### config.mk
export PLATFORM = sky130hd
export DESIGN_NAME = char_escape_notation_parser
export DESIGN_NICKNAME = d
export VERILOG_FILES = /design/src/hdl/cen_pkg.sv /design/src/hdl/cen_in_reg.sv /design/src/hdl/cen_parser.sv /design/src/hdl/cen_out_buf.sv /design/src/hdl/char_escape_notation_parser.sv
export SDC_FILE = /design/constraint.sdc
export NUM_CORES = 1
export LEC_CHECK = 0
export BUFFER_PORTS_ARGS = -buffer_cell sky130_fd_sc_hd__buf_2
export CORE_UTILIZATION = 38
export DETAILED_ROUTE_END_ITERATION = 8
export PLACE_DENSITY = 0.52
export SETUP_SLACK_MARGIN = 0.02
export SYNTH_ARGS = -nofsm -noshare
export SYNTH_HDL_FRONTEND = slang
export SYNTH_HIERARCHICAL = 1
export SYNTH_SLANG_ARGS = --single-unit
### constraint.sdc
create_clock -name clk_i -period 17.7 [get_ports clk_i]
set_clock_uncertainty 0.15 [all_clocks]
set_input_delay 0.885 -clock clk_i [delete_from_list [all_inputs] [get_ports clk_i]]
set_output_delay 0.885 -clock clk_i [all_outputs]
set_load 0.005 [all_outputs]
### src/hdl/cen_pkg.sv
// ----------------------------------------------------------------------------
// cen_pkg
// Types, character codes and helpers for the character escape notation
// parser.
// ----------------------------------------------------------------------------
package cen_pkg;

  localparam int unsigned CP_W = 21;

  localparam logic [CP_W-1:0] CP_MAX      = 21'h10FFFF;
  localparam logic [CP_W-1:0] CH_SPACE    = 21'h000020;
  localparam logic [CP_W-1:0] CH_PLUS     = 21'h00002B;
  localparam logic [CP_W-1:0] CH_ZERO     = 21'h000030;
  localparam logic [CP_W-1:0] CH_NINE     = 21'h000039;
  localparam logic [CP_W-1:0] CH_UPPER_A  = 21'h000041;
  localparam logic [CP_W-1:0] CH_UPPER_F  = 21'h000046;
  localparam logic [CP_W-1:0] CH_UPPER_U  = 21'h000055;
  localparam logic [CP_W-1:0] CH_UPPER_Z  = 21'h00005A;
  localparam logic [CP_W-1:0] CH_BSLASH   = 21'h00005C;
  localparam logic [CP_W-1:0] CH_CARET    = 21'h00005E;
  localparam logic [CP_W-1:0] CH_LOWER_A  = 21'h000061;
  localparam logic [CP_W-1:0] CH_LOWER_F  = 21'h000066;
  localparam logic [CP_W-1:0] CH_LOWER_U  = 21'h000075;
  localparam logic [CP_W-1:0] CH_LOWER_X  = 21'h000078;
  localparam logic [CP_W-1:0] CH_LOWER_Z  = 21'h00007A;

  typedef enum logic [1:0] {
    MODE_PLAIN = 2'd0,
    MODE_CARET = 2'd1,
    MODE_DEC   = 2'd2,
    MODE_HEX   = 2'd3
  } mode_e;

  typedef enum logic [2:0] {
    HELD_NONE    = 3'd0,
    HELD_ZERO    = 3'd1,
    HELD_BSLASH  = 3'd2,
    HELD_UPPER_U = 3'd3,
    HELD_LOWER_U = 3'd4
  } held_e;

  typedef struct packed {
    logic [CP_W-1:0] char_out;
    logic            rejected;
  } res_t;

  // Up to two results produced by one request, in order.
  typedef struct packed {
    logic [1:0] count;
    res_t       first;
    res_t       second;
  } pair_t;

  function automatic res_t make_res(logic [CP_W-1:0] v, logic bad);
    res_t r;
    if (bad || v == '0 || v > CP_MAX) begin
      r.char_out = '0;
      r.rejected = 1'b1;
    end else begin
      r.char_out = v;
      r.rejected = 1'b0;
    end
    return r;
  endfunction

  function automatic logic [CP_W-1:0] held_char(held_e h);
    logic [CP_W-1:0] v;
    case (h)
      HELD_ZERO:    v = CH_ZERO;
      HELD_BSLASH:  v = CH_BSLASH;
      HELD_UPPER_U: v = CH_UPPER_U;
      HELD_LOWER_U: v = CH_LOWER_U;
      default:      v = '0;
    endcase
    return v;
  endfunction

endpackage

### src/hdl/cen_in_reg.sv
// ----------------------------------------------------------------------------
// cen_in_reg
// Input register: holds one request until the result stage can take it.
// ----------------------------------------------------------------------------
module cen_in_reg (
  input  logic                      clk_i,
  input  logic                      rst_ni,
  input  logic                      valid_i,
  output logic                      stall_o,
  input  logic [cen_pkg::CP_W-1:0]  code_point_i,
  input  logic                      end_of_line_i,
  input  logic                      take_i,
  output logic                      fire_o,
  output logic [cen_pkg::CP_W-1:0]  code_point_o,
  output logic                      end_of_line_o
);

  logic                     valid_q, valid_d;
  logic [cen_pkg::CP_W-1:0] cp_q;
  logic                     eol_q;
  logic                     accept;

  assign fire_o  = valid_q && take_i;
  assign stall_o = valid_q && !take_i;
  assign accept  = valid_i && !stall_o;

  always_comb begin
    valid_d = valid_q;
    if (accept) begin
      valid_d = 1'b1;
    end else if (fire_o) begin
      valid_d = 1'b0;
    end
  end

  always_ff @(posedge clk_i or negedge rst_ni) begin
    if (!rst_ni) begin
      valid_q <= 1'b0;
    end else begin
      valid_q <= valid_d;
    end
  end

  always_ff @(posedge clk_i) begin
    if (accept) begin
      cp_q  <= code_point_i;
      eol_q <= end_of_line_i;
    end
  end

  assign code_point_o  = cp_q;
  assign end_of_line_o = eol_q;

endmodule

### src/hdl/cen_parser.sv
// ----------------------------------------------------------------------------
// cen_parser
// Parse state and the per-character decision logic. Produces up to two
// results for each request that fires.
// ----------------------------------------------------------------------------
module cen_parser (
  input  logic                      clk_i,
  input  logic                      rst_ni,
  input  logic                      fire_i,
  input  logic [cen_pkg::CP_W-1:0]  code_point_i,
  input  logic                      end_of_line_i,
  output cen_pkg::pair_t            pair_o
);

  localparam int unsigned AccW = cen_pkg::CP_W + 4;

  cen_pkg::mode_e            mode_q, mode_d;
  cen_pkg::held_e            held_q, held_d;
  logic [cen_pkg::CP_W-1:0]  acc_q, acc_d;
  logic                      ovf_q, ovf_d;

  always_comb begin
    logic                     h_zero;
    logic                     h_other;
    logic                     complete;
    cen_pkg::mode_e           em;
    logic [cen_pkg::CP_W-1:0] ea;
    logic                     eo;
    logic                     is_dec;
    logic                     is_hex;
    logic                     is_letter;
    logic [3:0]               digit;
    logic                     fin_emit;
    logic                     do_plain;
    logic                     f_v;
    logic                     s_v;
    logic [cen_pkg::CP_W-1:0] f_val;
    logic                     f_bad;
    logic [cen_pkg::CP_W-1:0] s_val;
    logic [AccW-1:0]          t;

    h_zero  = (held_q == cen_pkg::HELD_ZERO);
    h_other = (held_q == cen_pkg::HELD_BSLASH) || (held_q == cen_pkg::HELD_UPPER_U) ||
              (held_q == cen_pkg::HELD_LOWER_U);
    complete = !end_of_line_i &&
               (((h_zero || held_q == cen_pkg::HELD_BSLASH) &&
                 code_point_i == cen_pkg::CH_LOWER_X) ||
                ((held_q == cen_pkg::HELD_UPPER_U || held_q == cen_pkg::HELD_LOWER_U) &&
                 code_point_i == cen_pkg::CH_PLUS));

    // A held '0' that is not followed by 'x' is the start of a decimal run.
    em = h_zero ? cen_pkg::MODE_DEC : mode_q;
    ea = h_zero ? '0 : acc_q;
    eo = h_zero ? 1'b0 : ovf_q;

    is_dec = (code_point_i >= cen_pkg::CH_ZERO) && (code_point_i <= cen_pkg::CH_NINE);
    is_letter = ((code_point_i >= cen_pkg::CH_LOWER_A) &&
                 (code_point_i <= cen_pkg::CH_LOWER_Z)) ||
                ((code_point_i >= cen_pkg::CH_UPPER_A) &&
                 (code_point_i <= cen_pkg::CH_UPPER_Z));
    is_hex = is_dec ||
             ((code_point_i >= cen_pkg::CH_LOWER_A) && (code_point_i <= cen_pkg::CH_LOWER_F)) ||
             ((code_point_i >= cen_pkg::CH_UPPER_A) && (code_point_i <= cen_pkg::CH_UPPER_F));
    // Letters 'a'-'f' and 'A'-'F' carry 1..6 in their low nibble.
    digit = is_dec ? code_point_i[3:0] : code_point_i[3:0] + 4'd9;

    fin_emit = eo || (ea != '0);

    mode_d   = mode_q;
    held_d   = cen_pkg::HELD_NONE;
    acc_d    = acc_q;
    ovf_d    = ovf_q;
    f_v      = 1'b0;
    f_val    = '0;
    f_bad    = 1'b0;
    s_v      = 1'b0;
    s_val    = '0;
    do_plain = 1'b0;
    t        = '0;

    if (end_of_line_i) begin
      if (h_other) begin
        f_v   = 1'b1;
        f_val = cen_pkg::held_char(held_q);
      end
      case (em)
        cen_pkg::MODE_CARET: begin
          f_v   = 1'b1;
          f_val = cen_pkg::CH_CARET;
        end
        cen_pkg::MODE_DEC, cen_pkg::MODE_HEX: begin
          f_v   = fin_emit;
          f_val = ea;
          f_bad = eo;
        end
        default: begin
        end
      endcase
      mode_d = cen_pkg::MODE_PLAIN;
      acc_d  = '0;
      ovf_d  = 1'b0;
    end else if (complete) begin
      mode_d = cen_pkg::MODE_HEX;
      acc_d  = '0;
      ovf_d  = 1'b0;
    end else begin
      if (h_other) begin
        f_v   = 1'b1;
        f_val = cen_pkg::held_char(held_q);
      end
      mode_d = em;
      acc_d  = ea;
      ovf_d  = eo;
      case (em)
        cen_pkg::MODE_CARET: begin
          if (is_letter) begin
            s_v   = 1'b1;
            s_val = {{(cen_pkg::CP_W-5){1'b0}}, code_point_i[4:0]};
          end else begin
            f_v   = 1'b1;
            f_val = cen_pkg::CH_CARET;
            s_v   = 1'b1;
            s_val = code_point_i;
          end
          mode_d = cen_pkg::MODE_PLAIN;
        end
        cen_pkg::MODE_DEC, cen_pkg::MODE_HEX: begin
          if ((em == cen_pkg::MODE_DEC) ? is_dec : is_hex) begin
            if (!eo) begin
              if (em == cen_pkg::MODE_DEC) begin
                t = ({4'b0, ea} << 3) + ({4'b0, ea} << 1);
              end else begin
                t = {4'b0, ea} << 4;
              end
              t = t + {{(AccW-4){1'b0}}, digit};
              if (t > {4'b0, cen_pkg::CP_MAX}) begin
                ovf_d = 1'b1;
                acc_d = cen_pkg::CP_MAX;
              end else begin
                acc_d = t[cen_pkg::CP_W-1:0];
              end
            end
          end else begin
            f_v      = fin_emit;
            f_val    = ea;
            f_bad    = eo;
            mode_d   = cen_pkg::MODE_PLAIN;
            acc_d    = '0;
            ovf_d    = 1'b0;
            do_plain = 1'b1;
          end
        end
        default: begin
          do_plain = 1'b1;
        end
      endcase

      if (do_plain) begin
        if (code_point_i == cen_pkg::CH_CARET) begin
          mode_d = cen_pkg::MODE_CARET;
        end else if (code_point_i == cen_pkg::CH_ZERO) begin
          held_d = cen_pkg::HELD_ZERO;
          mode_d = cen_pkg::MODE_PLAIN;
        end else if (code_point_i == cen_pkg::CH_BSLASH) begin
          held_d = cen_pkg::HELD_BSLASH;
          mode_d = cen_pkg::MODE_PLAIN;
        end else if (code_point_i == cen_pkg::CH_UPPER_U) begin
          held_d = cen_pkg::HELD_UPPER_U;
          mode_d = cen_pkg::MODE_PLAIN;
        end else if (code_point_i == cen_pkg::CH_LOWER_U) begin
          held_d = cen_pkg::HELD_LOWER_U;
          mode_d = cen_pkg::MODE_PLAIN;
        end else if (is_dec) begin
          mode_d = cen_pkg::MODE_DEC;
          acc_d  = {{(cen_pkg::CP_W-4){1'b0}}, code_point_i[3:0]};
          ovf_d  = 1'b0;
        end else begin
          mode_d = cen_pkg::MODE_PLAIN;
          if (code_point_i != cen_pkg::CH_SPACE) begin
            s_v   = 1'b1;
            s_val = code_point_i;
          end
        end
      end
    end

    pair_o.count  = {1'b0, f_v} + {1'b0, s_v};
    pair_o.first  = f_v ? cen_pkg::make_res(f_val, f_bad) : cen_pkg::make_res(s_val, 1'b0);
    pair_o.second = cen_pkg::make_res(s_val, 1'b0);
  end

  always_ff @(posedge clk_i or negedge rst_ni) begin
    if (!rst_ni) begin
      mode_q <= cen_pkg::MODE_PLAIN;
      held_q <= cen_pkg::HELD_NONE;
      acc_q  <= '0;
      ovf_q  <= 1'b0;
    end else if (fire_i) begin
      mode_q <= mode_d;
      held_q <= held_d;
      acc_q  <= acc_d;
      ovf_q  <= ovf_d;
    end
  end

`ifndef NO_ASSERTIONS
  a_eol_resets: assert property (@(posedge clk_i) disable iff (!rst_ni)
    fire_i && end_of_line_i |=>
      mode_q == cen_pkg::MODE_PLAIN && held_q == cen_pkg::HELD_NONE && !ovf_q)
    else $error("parse state not cleared after end of line");

  a_hex_prefix: assert property (@(posedge clk_i) disable iff (!rst_ni)
    fire_i && !end_of_line_i && held_q == cen_pkg::HELD_BSLASH &&
    code_point_i == cen_pkg::CH_LOWER_X |=> mode_q == cen_pkg::MODE_HEX && acc_q == '0)
    else $error("hex prefix did not start a hex run");

  a_held_plain: assert property (@(posedge clk_i) disable iff (!rst_ni)
    held_q != cen_pkg::HELD_NONE |-> mode_q == cen_pkg::MODE_PLAIN)
    else $error("character held outside plain mode");
`endif

endmodule

### src/hdl/cen_out_buf.sv
// ----------------------------------------------------------------------------
// cen_out_buf
// Two-entry result register. Takes the results of one request at a time
// and presents them in order on the output channel.
// ----------------------------------------------------------------------------
module cen_out_buf (
  input  logic                      clk_i,
  input  logic                      rst_ni,
  input  logic                      load_i,
  input  cen_pkg::pair_t            pair_i,
  output logic                      ready_o,
  output logic                      valid_o,
  input  logic                      stall_i,
  output logic [cen_pkg::CP_W-1:0]  char_out_o,
  output logic                      rejected_o,
  output logic                      last_o
);

  logic [1:0]     cnt_q, cnt_d;
  cen_pkg::res_t  slot0_q, slot0_d, slot1_q, slot1_d;
  logic           last0_q, last0_d;
  logic           pop;

  assign valid_o = (cnt_q != 2'd0);
  assign pop     = valid_o && !stall_i;
  assign ready_o = (cnt_q == 2'd0) || (cnt_q == 2'd1 && pop);

  always_comb begin
    cnt_d   = cnt_q;
    slot0_d = slot0_q;
    slot1_d = slot1_q;
    last0_d = last0_q;
    if (load_i && pair_i.count != 2'd0) begin
      cnt_d   = pair_i.count;
      slot0_d = pair_i.first;
      slot1_d = pair_i.second;
      last0_d = (pair_i.count == 2'd1);
    end else if (pop) begin
      // The second slot always holds the last result of its request.
      cnt_d   = cnt_q - 2'd1;
      slot0_d = slot1_q;
      last0_d = 1'b1;
    end
  end

  always_ff @(posedge clk_i or negedge rst_ni) begin
    if (!rst_ni) begin
      cnt_q <= 2'd0;
    end else begin
      cnt_q <= cnt_d;
    end
  end

  always_ff @(posedge clk_i) begin
    slot0_q <= slot0_d;
    slot1_q <= slot1_d;
    last0_q <= last0_d;
  end

  assign char_out_o = slot0_q.char_out;
  assign rejected_o = slot0_q.rejected;
  assign last_o     = last0_q;

`ifndef NO_ASSERTIONS
  a_no_overwrite: assert property (@(posedge clk_i) disable iff (!rst_ni)
    load_i && pair_i.count != 2'd0 |-> cnt_q == 2'd0 || (cnt_q == 2'd1 && pop))
    else $error("results loaded over undelivered results");

  a_two_drain: assert property (@(posedge clk_i) disable iff (!rst_ni)
    cnt_q == 2'd2 && pop |=> cnt_q == 2'd1 && last0_q)
    else $error("second result lost or not marked last");

  a_count_range: assert property (@(posedge clk_i) disable iff (!rst_ni)
    cnt_q != 2'd3)
    else $error("result count out of range");
`endif

endmodule

### src/hdl/char_escape_notation_parser.sv
// ----------------------------------------------------------------------------
// char_escape_notation_parser
// Turns a line of characters with caret, decimal and hex escapes into the
// code points it denotes.
// ----------------------------------------------------------------------------
// Usage:
//   The input channel carries one character per request (code_point_i), or
//   the line terminator (end_of_line_i high). The output channel carries the
//   resulting code points; rejected_o flags a value of zero or one above
//   0x10FFFF, and last_of_run_o marks the last result of an input request.
//   Both channels use valid/stall; a request moves on a clock edge with
//   valid high and stall low.
//   A character is held in an input register, then decided by combinational
//   logic and written to a two-entry result register, from which the first
//   result is presented. One character per cycle is sustained while out_stall_i
//   is low; a character that yields two results fills the result register and
//   holds off the next request until its first result is taken, which is the
//   only internal cause of in_stall_o.
//   When out_stall_i is high the results wait in the result register and
//   the input register fills, then in_stall_o rises.
//   Reset clears the parse state (plain mode, nothing held, no run) and
//   empties both registers.
// ----------------------------------------------------------------------------
module char_escape_notation_parser (
  input  logic                      clk_i,
  input  logic                      rst_ni,
  input  logic                      in_valid_i,
  output logic                      in_stall_o,
  input  logic [cen_pkg::CP_W-1:0]  code_point_i,
  input  logic                      end_of_line_i,
  output logic                      out_valid_o,
  input  logic                      out_stall_i,
  output logic [cen_pkg::CP_W-1:0]  char_out_o,
  output logic                      rejected_o,
  output logic                      last_of_run_o
);

  logic                     fire;
  logic                     ready;
  logic [cen_pkg::CP_W-1:0] cp;
  logic                     eol;
  cen_pkg::pair_t           pair;

  cen_in_reg u_in_reg (
    .clk_i         (clk_i),
    .rst_ni        (rst_ni),
    .valid_i       (in_valid_i),
    .stall_o       (in_stall_o),
    .code_point_i  (code_point_i),
    .end_of_line_i (end_of_line_i),
    .take_i        (ready),
    .fire_o        (fire),
    .code_point_o  (cp),
    .end_of_line_o (eol)
  );

  cen_parser u_parser (
    .clk_i         (clk_i),
    .rst_ni        (rst_ni),
    .fire_i        (fire),
    .code_point_i  (cp),
    .end_of_line_i (eol),
    .pair_o        (pair)
  );

  cen_out_buf u_out_buf (
    .clk_i      (clk_i),
    .rst_ni     (rst_ni),
    .load_i     (fire),
    .pair_i     (pair),
    .ready_o    (ready),
    .valid_o    (out_valid_o),
    .stall_i    (out_stall_i),
    .char_out_o (char_out_o),
    .rejected_o (rejected_o),
    .last_o     (last_of_run_o)
  );

`ifndef NO_ASSERTIONS
  a_rejected_zero: assert property (@(posedge clk_i) disable iff (!rst_ni)
    out_valid_o && rejected_o |-> char_out_o == '0)
    else $error("rejected result carries a nonzero code point");

  a_run_continues: assert property (@(posedge clk_i) disable iff (!rst_ni)
    out_valid_o && !last_of_run_o |=> out_valid_o)
    else $error("result run ended without a last marker");
`endif

endmodule
==> run summary <==
R2R setup slack -> 11630 ps
total grt overflow -> 0
Layout Nets -> 1007
GR Util All Layers -> 0.2310
P_leak -> 3.508 nW
Vias/cell -> 6.189
Post-route DRC -> 0
post-route setup TNS -> 0 ps
Worst EP required -> 17790 ps
clock root buffer -> clkbuf_16
Die X -> 150.9 um
Resized Gates After CTS -> 0
Seq cells post-synth -> 97
CTS tree -> built
ys flop type -> edfxtp_1
Most Frequent Cell on Critical Path -> ha_1
max-slew violations -> 0
total wire length -> 26010 um
ys async rst share -> 0.3093
CTS Buf Count -> 9
Port Buffer Count -> 50
synthesized cell area -> 8429 um^2
Power Dens Cells -> 90.37 nW/um^2
vias post-DR -> 7724
worst path arrival time -> 6170 ps
core box area -> 21760 um^2
max cap viols -> 0
ant diodes -> 0
initial antenna violation count -> 0
TritonRoute pass-1 iters -> 5
critical path type -> reg -> reg
Critical Path Fanout Max -> 51
maximum VDD drop -> 0.00006394 V
vias in the first global route -> 7149
CP max stage delay -> 530 ps
RSZ-0062 raised after global routing -> no
critical path startpoint category -> flop
Critical Path, Cell by Cell -> or3b_1 > buf_4 > and2_1 > ha_1 > ha_1 > maj3_1 > o22ai_1 > nor4b_2 > or4_1 > a21boi_1 > o21ai_1 > a211o_1 > or3b_4 > a31o_2 > o22ai_2 > nor2_1 > a32o_1
drt wl/cell -> 20.84 um
Tightest Hold Check Type -> reg -> reg
first-pass GRT wire length -> 40650 um
clock sinks -> 97
Cells after Synth -> 965
clk slew on worst S/H paths -> 80 ps
Netlist cell types -> 100
RD Place Congestion -> 0.9060
H-tree Lvls -> 3
layout cell share with drive strength beyond 1 -> 0.1539
Post-CTS Setup Repair Bufs -> 0
Fin. Hold Viols -> 0
Crit. End Element -> flop
die height -> 150.9 um
Slew @ Worst Pin -> 1145 ps
most common cell after layout, fill and taps aside -> nand2_1
cts hold-fix bufs -> 0
Avg Cell Area, Syn -> 8.735 um^2
Starting Density -> 0.3875
Antenna Violating Nets Remaining -> 0
achievable clock frequency -> 164.6 MHz
clk buf depth -> 2
num rows -> 54
Area growth syn-to-layout -> 7.808%
yosys warns -> 6
pin count of the biggest net entering global routing -> 52
total chip power -> 821.3 uW
slew margin rel. -> 0.2263
period utilisation layout -> 0.3432
commonest cells after routing, fill and taps aside -> 84 x nand2_1, 74 x o21ai_0, 67 x edfxtp_1
# setup viols final -> 0
IO Pins -> 51
Syn Nets -> 1009
status -> finished clean
Iteration-0 DRC Markers -> 587
Hold Slack -> 392.3 ps
die area -> 22780 um^2
number of flops mapped to enable cells by yosys -> 67
hpwl dp -> 18760 um
clk_lat worst skew -> 360 ps
crit path time final -> 6074 ps
register area share after synthesis -> 0.3277
slowest CP cell -> dfrtp_1
==> synthesized netlist by cell type (all sizes together), types with 9 or more instances <==
cell type / number / share of area
o311ai: 21 / 0.022
nand4: 12 / 0.0096
ha: 17 / 0.025
a22oi: 9 / 0.0080
nand2b: 9 / 0.0076
dfrtp: 30 / 0.089
or2: 11 / 0.0082
and2: 19 / 0.014
nor2b: 10 / 0.0074
nand3: 41 / 0.024
inv: 26 / 0.012
nor4: 10 / 0.012
a22o: 13 / 0.014
xnor2: 16 / 0.017
a32o: 9 / 0.011
and3: 31 / 0.023
o21ai: 79 / 0.048
mux2: 23 / 0.039
nor3: 23 / 0.014
buf: 26 / 0.019
xor2: 21 / 0.022
a21oi: 43 / 0.026
a21o: 9 / 0.0080
nand2: 84 / 0.037
edfxtp: 67 / 0.24
o211ai: 13 / 0.012
clkbuf: 52 / 0.023
a31oi: 16 / 0.013
nor2: 64 / 0.028
o21a: 9 / 0.0080
==> power breakdown <==
part / switching (mW) / leakage (nW) / total (mW) / internal (mW)
clock: 0.0975 / 0.142 / 0.197 / 0.0994
sequential: 0.0324 / 1.05 / 0.355 / 0.323
combinational: 0.156 / 2.32 / 0.269 / 0.113
==> final timing paths <==
path                                    start                  to  depth (start not counted)
setup / recovery           u_parser/held_q[1]  u_parser/acc_q[19]                         17
setup reg to reg           u_parser/held_q[1]  u_parser/acc_q[19]                         17
hold reg to reg            u_parser/acc_q[18]  u_parser/acc_q[18]                          1
hold / removal             u_parser/acc_q[18]  u_parser/acc_q[18]                          1
min in group asynchronous              rst_ni    u_in_reg/valid_q                          1
max in group asynchronous              rst_ni  u_parser/mode_q[0]                          1
==> through the flow <==
stage / worst slack [ps] / area (um^2) / cells / utilization
finish: 11630 / 9087 / 1248 / 0.4177
detailed placement: 11710 / 8792 / 1232 / 0.4041
floorplan: 11820 / 8429 / 965 / -
CTS: 11700 / 9087 / 1248 / 0.4177
global route: 11170 / 9087 / 1248 / 0.4177
global placement: 11820 / 8792 / 1232 / 0.4041
==> state kept, by name, summed over array words and instances, names as in the netlist <==
signal / flops
u_out_buf/slot1_q: 22
u_in_reg/code_point_o: 21
u_out_buf/char_out_o: 21
u_parser/acc_q: 21
u_parser/held_q: 3
u_out_buf/cnt_q: 2
u_parser/mode_q: 2
u_in_reg/end_of_line_o: 1
u_in_reg/valid_q: 1
u_out_buf/last_o: 1
u_out_buf/rejected_o: 1
u_parser/ovf_q: 1
==> layer usage <==
| layer | vias up | GRT usage | routed length, um |
|---|---|---|---|
| met2 | 248 | 0.3718 | 12180 |
| met4 | 0 | 0.07350 | 578 |
| met3 | 44 | 0.02831 | 1149 |
| met1 | 3740 | 0.3205 | 12100 |
| met5 | - | 0 | 0 |
| li1 | 3692 | - | - |
==> cell families (layout without fill, tap and decap cells) <==
| logic type | count (synthesis) | in the layout | synth area share |
|---|---|---|---|
| XOR/XNOR | 37 | 37 | 0.03844 |
| AND/OR/NAND/NOR | 356 | 356 | 0.2296 |
| AO/OA/AOI/OAI | 320 | 320 | 0.2731 |
| adder cells (fa/ha/maj) | 20 | 20 | 0.03013 |
| multiplexers | 29 | 29 | 0.04587 |
| flip-flops | 97 | 97 | 0.3277 |
| buffers and inverters | 106 | 109 | 0.05507 |
==> worst max-delay path, delay by kind of cell (launching register included) <==
family,cells,cell delay (ps)
adder cells (fa/ha/maj),3,840
AO/OA/AOI/OAI,7,2060
flip-flops,1,530
buffers and inverters,1,290
AND/OR/NAND/NOR,6,2040
==> layout make-up <==
cell class	count	area (um^2)
Sequential cell	97	2763
Multi-Input combinational cell	762	5211
Clock buffer	9	225.2
Clock inverter	7	70.07
Timing Repair Buffer	65	362.8
Tap cell	280	350.3
Fill cell	2238	12670
Inverter	28	105.1
Note: power is estimated with default switching activity, not from simulation.
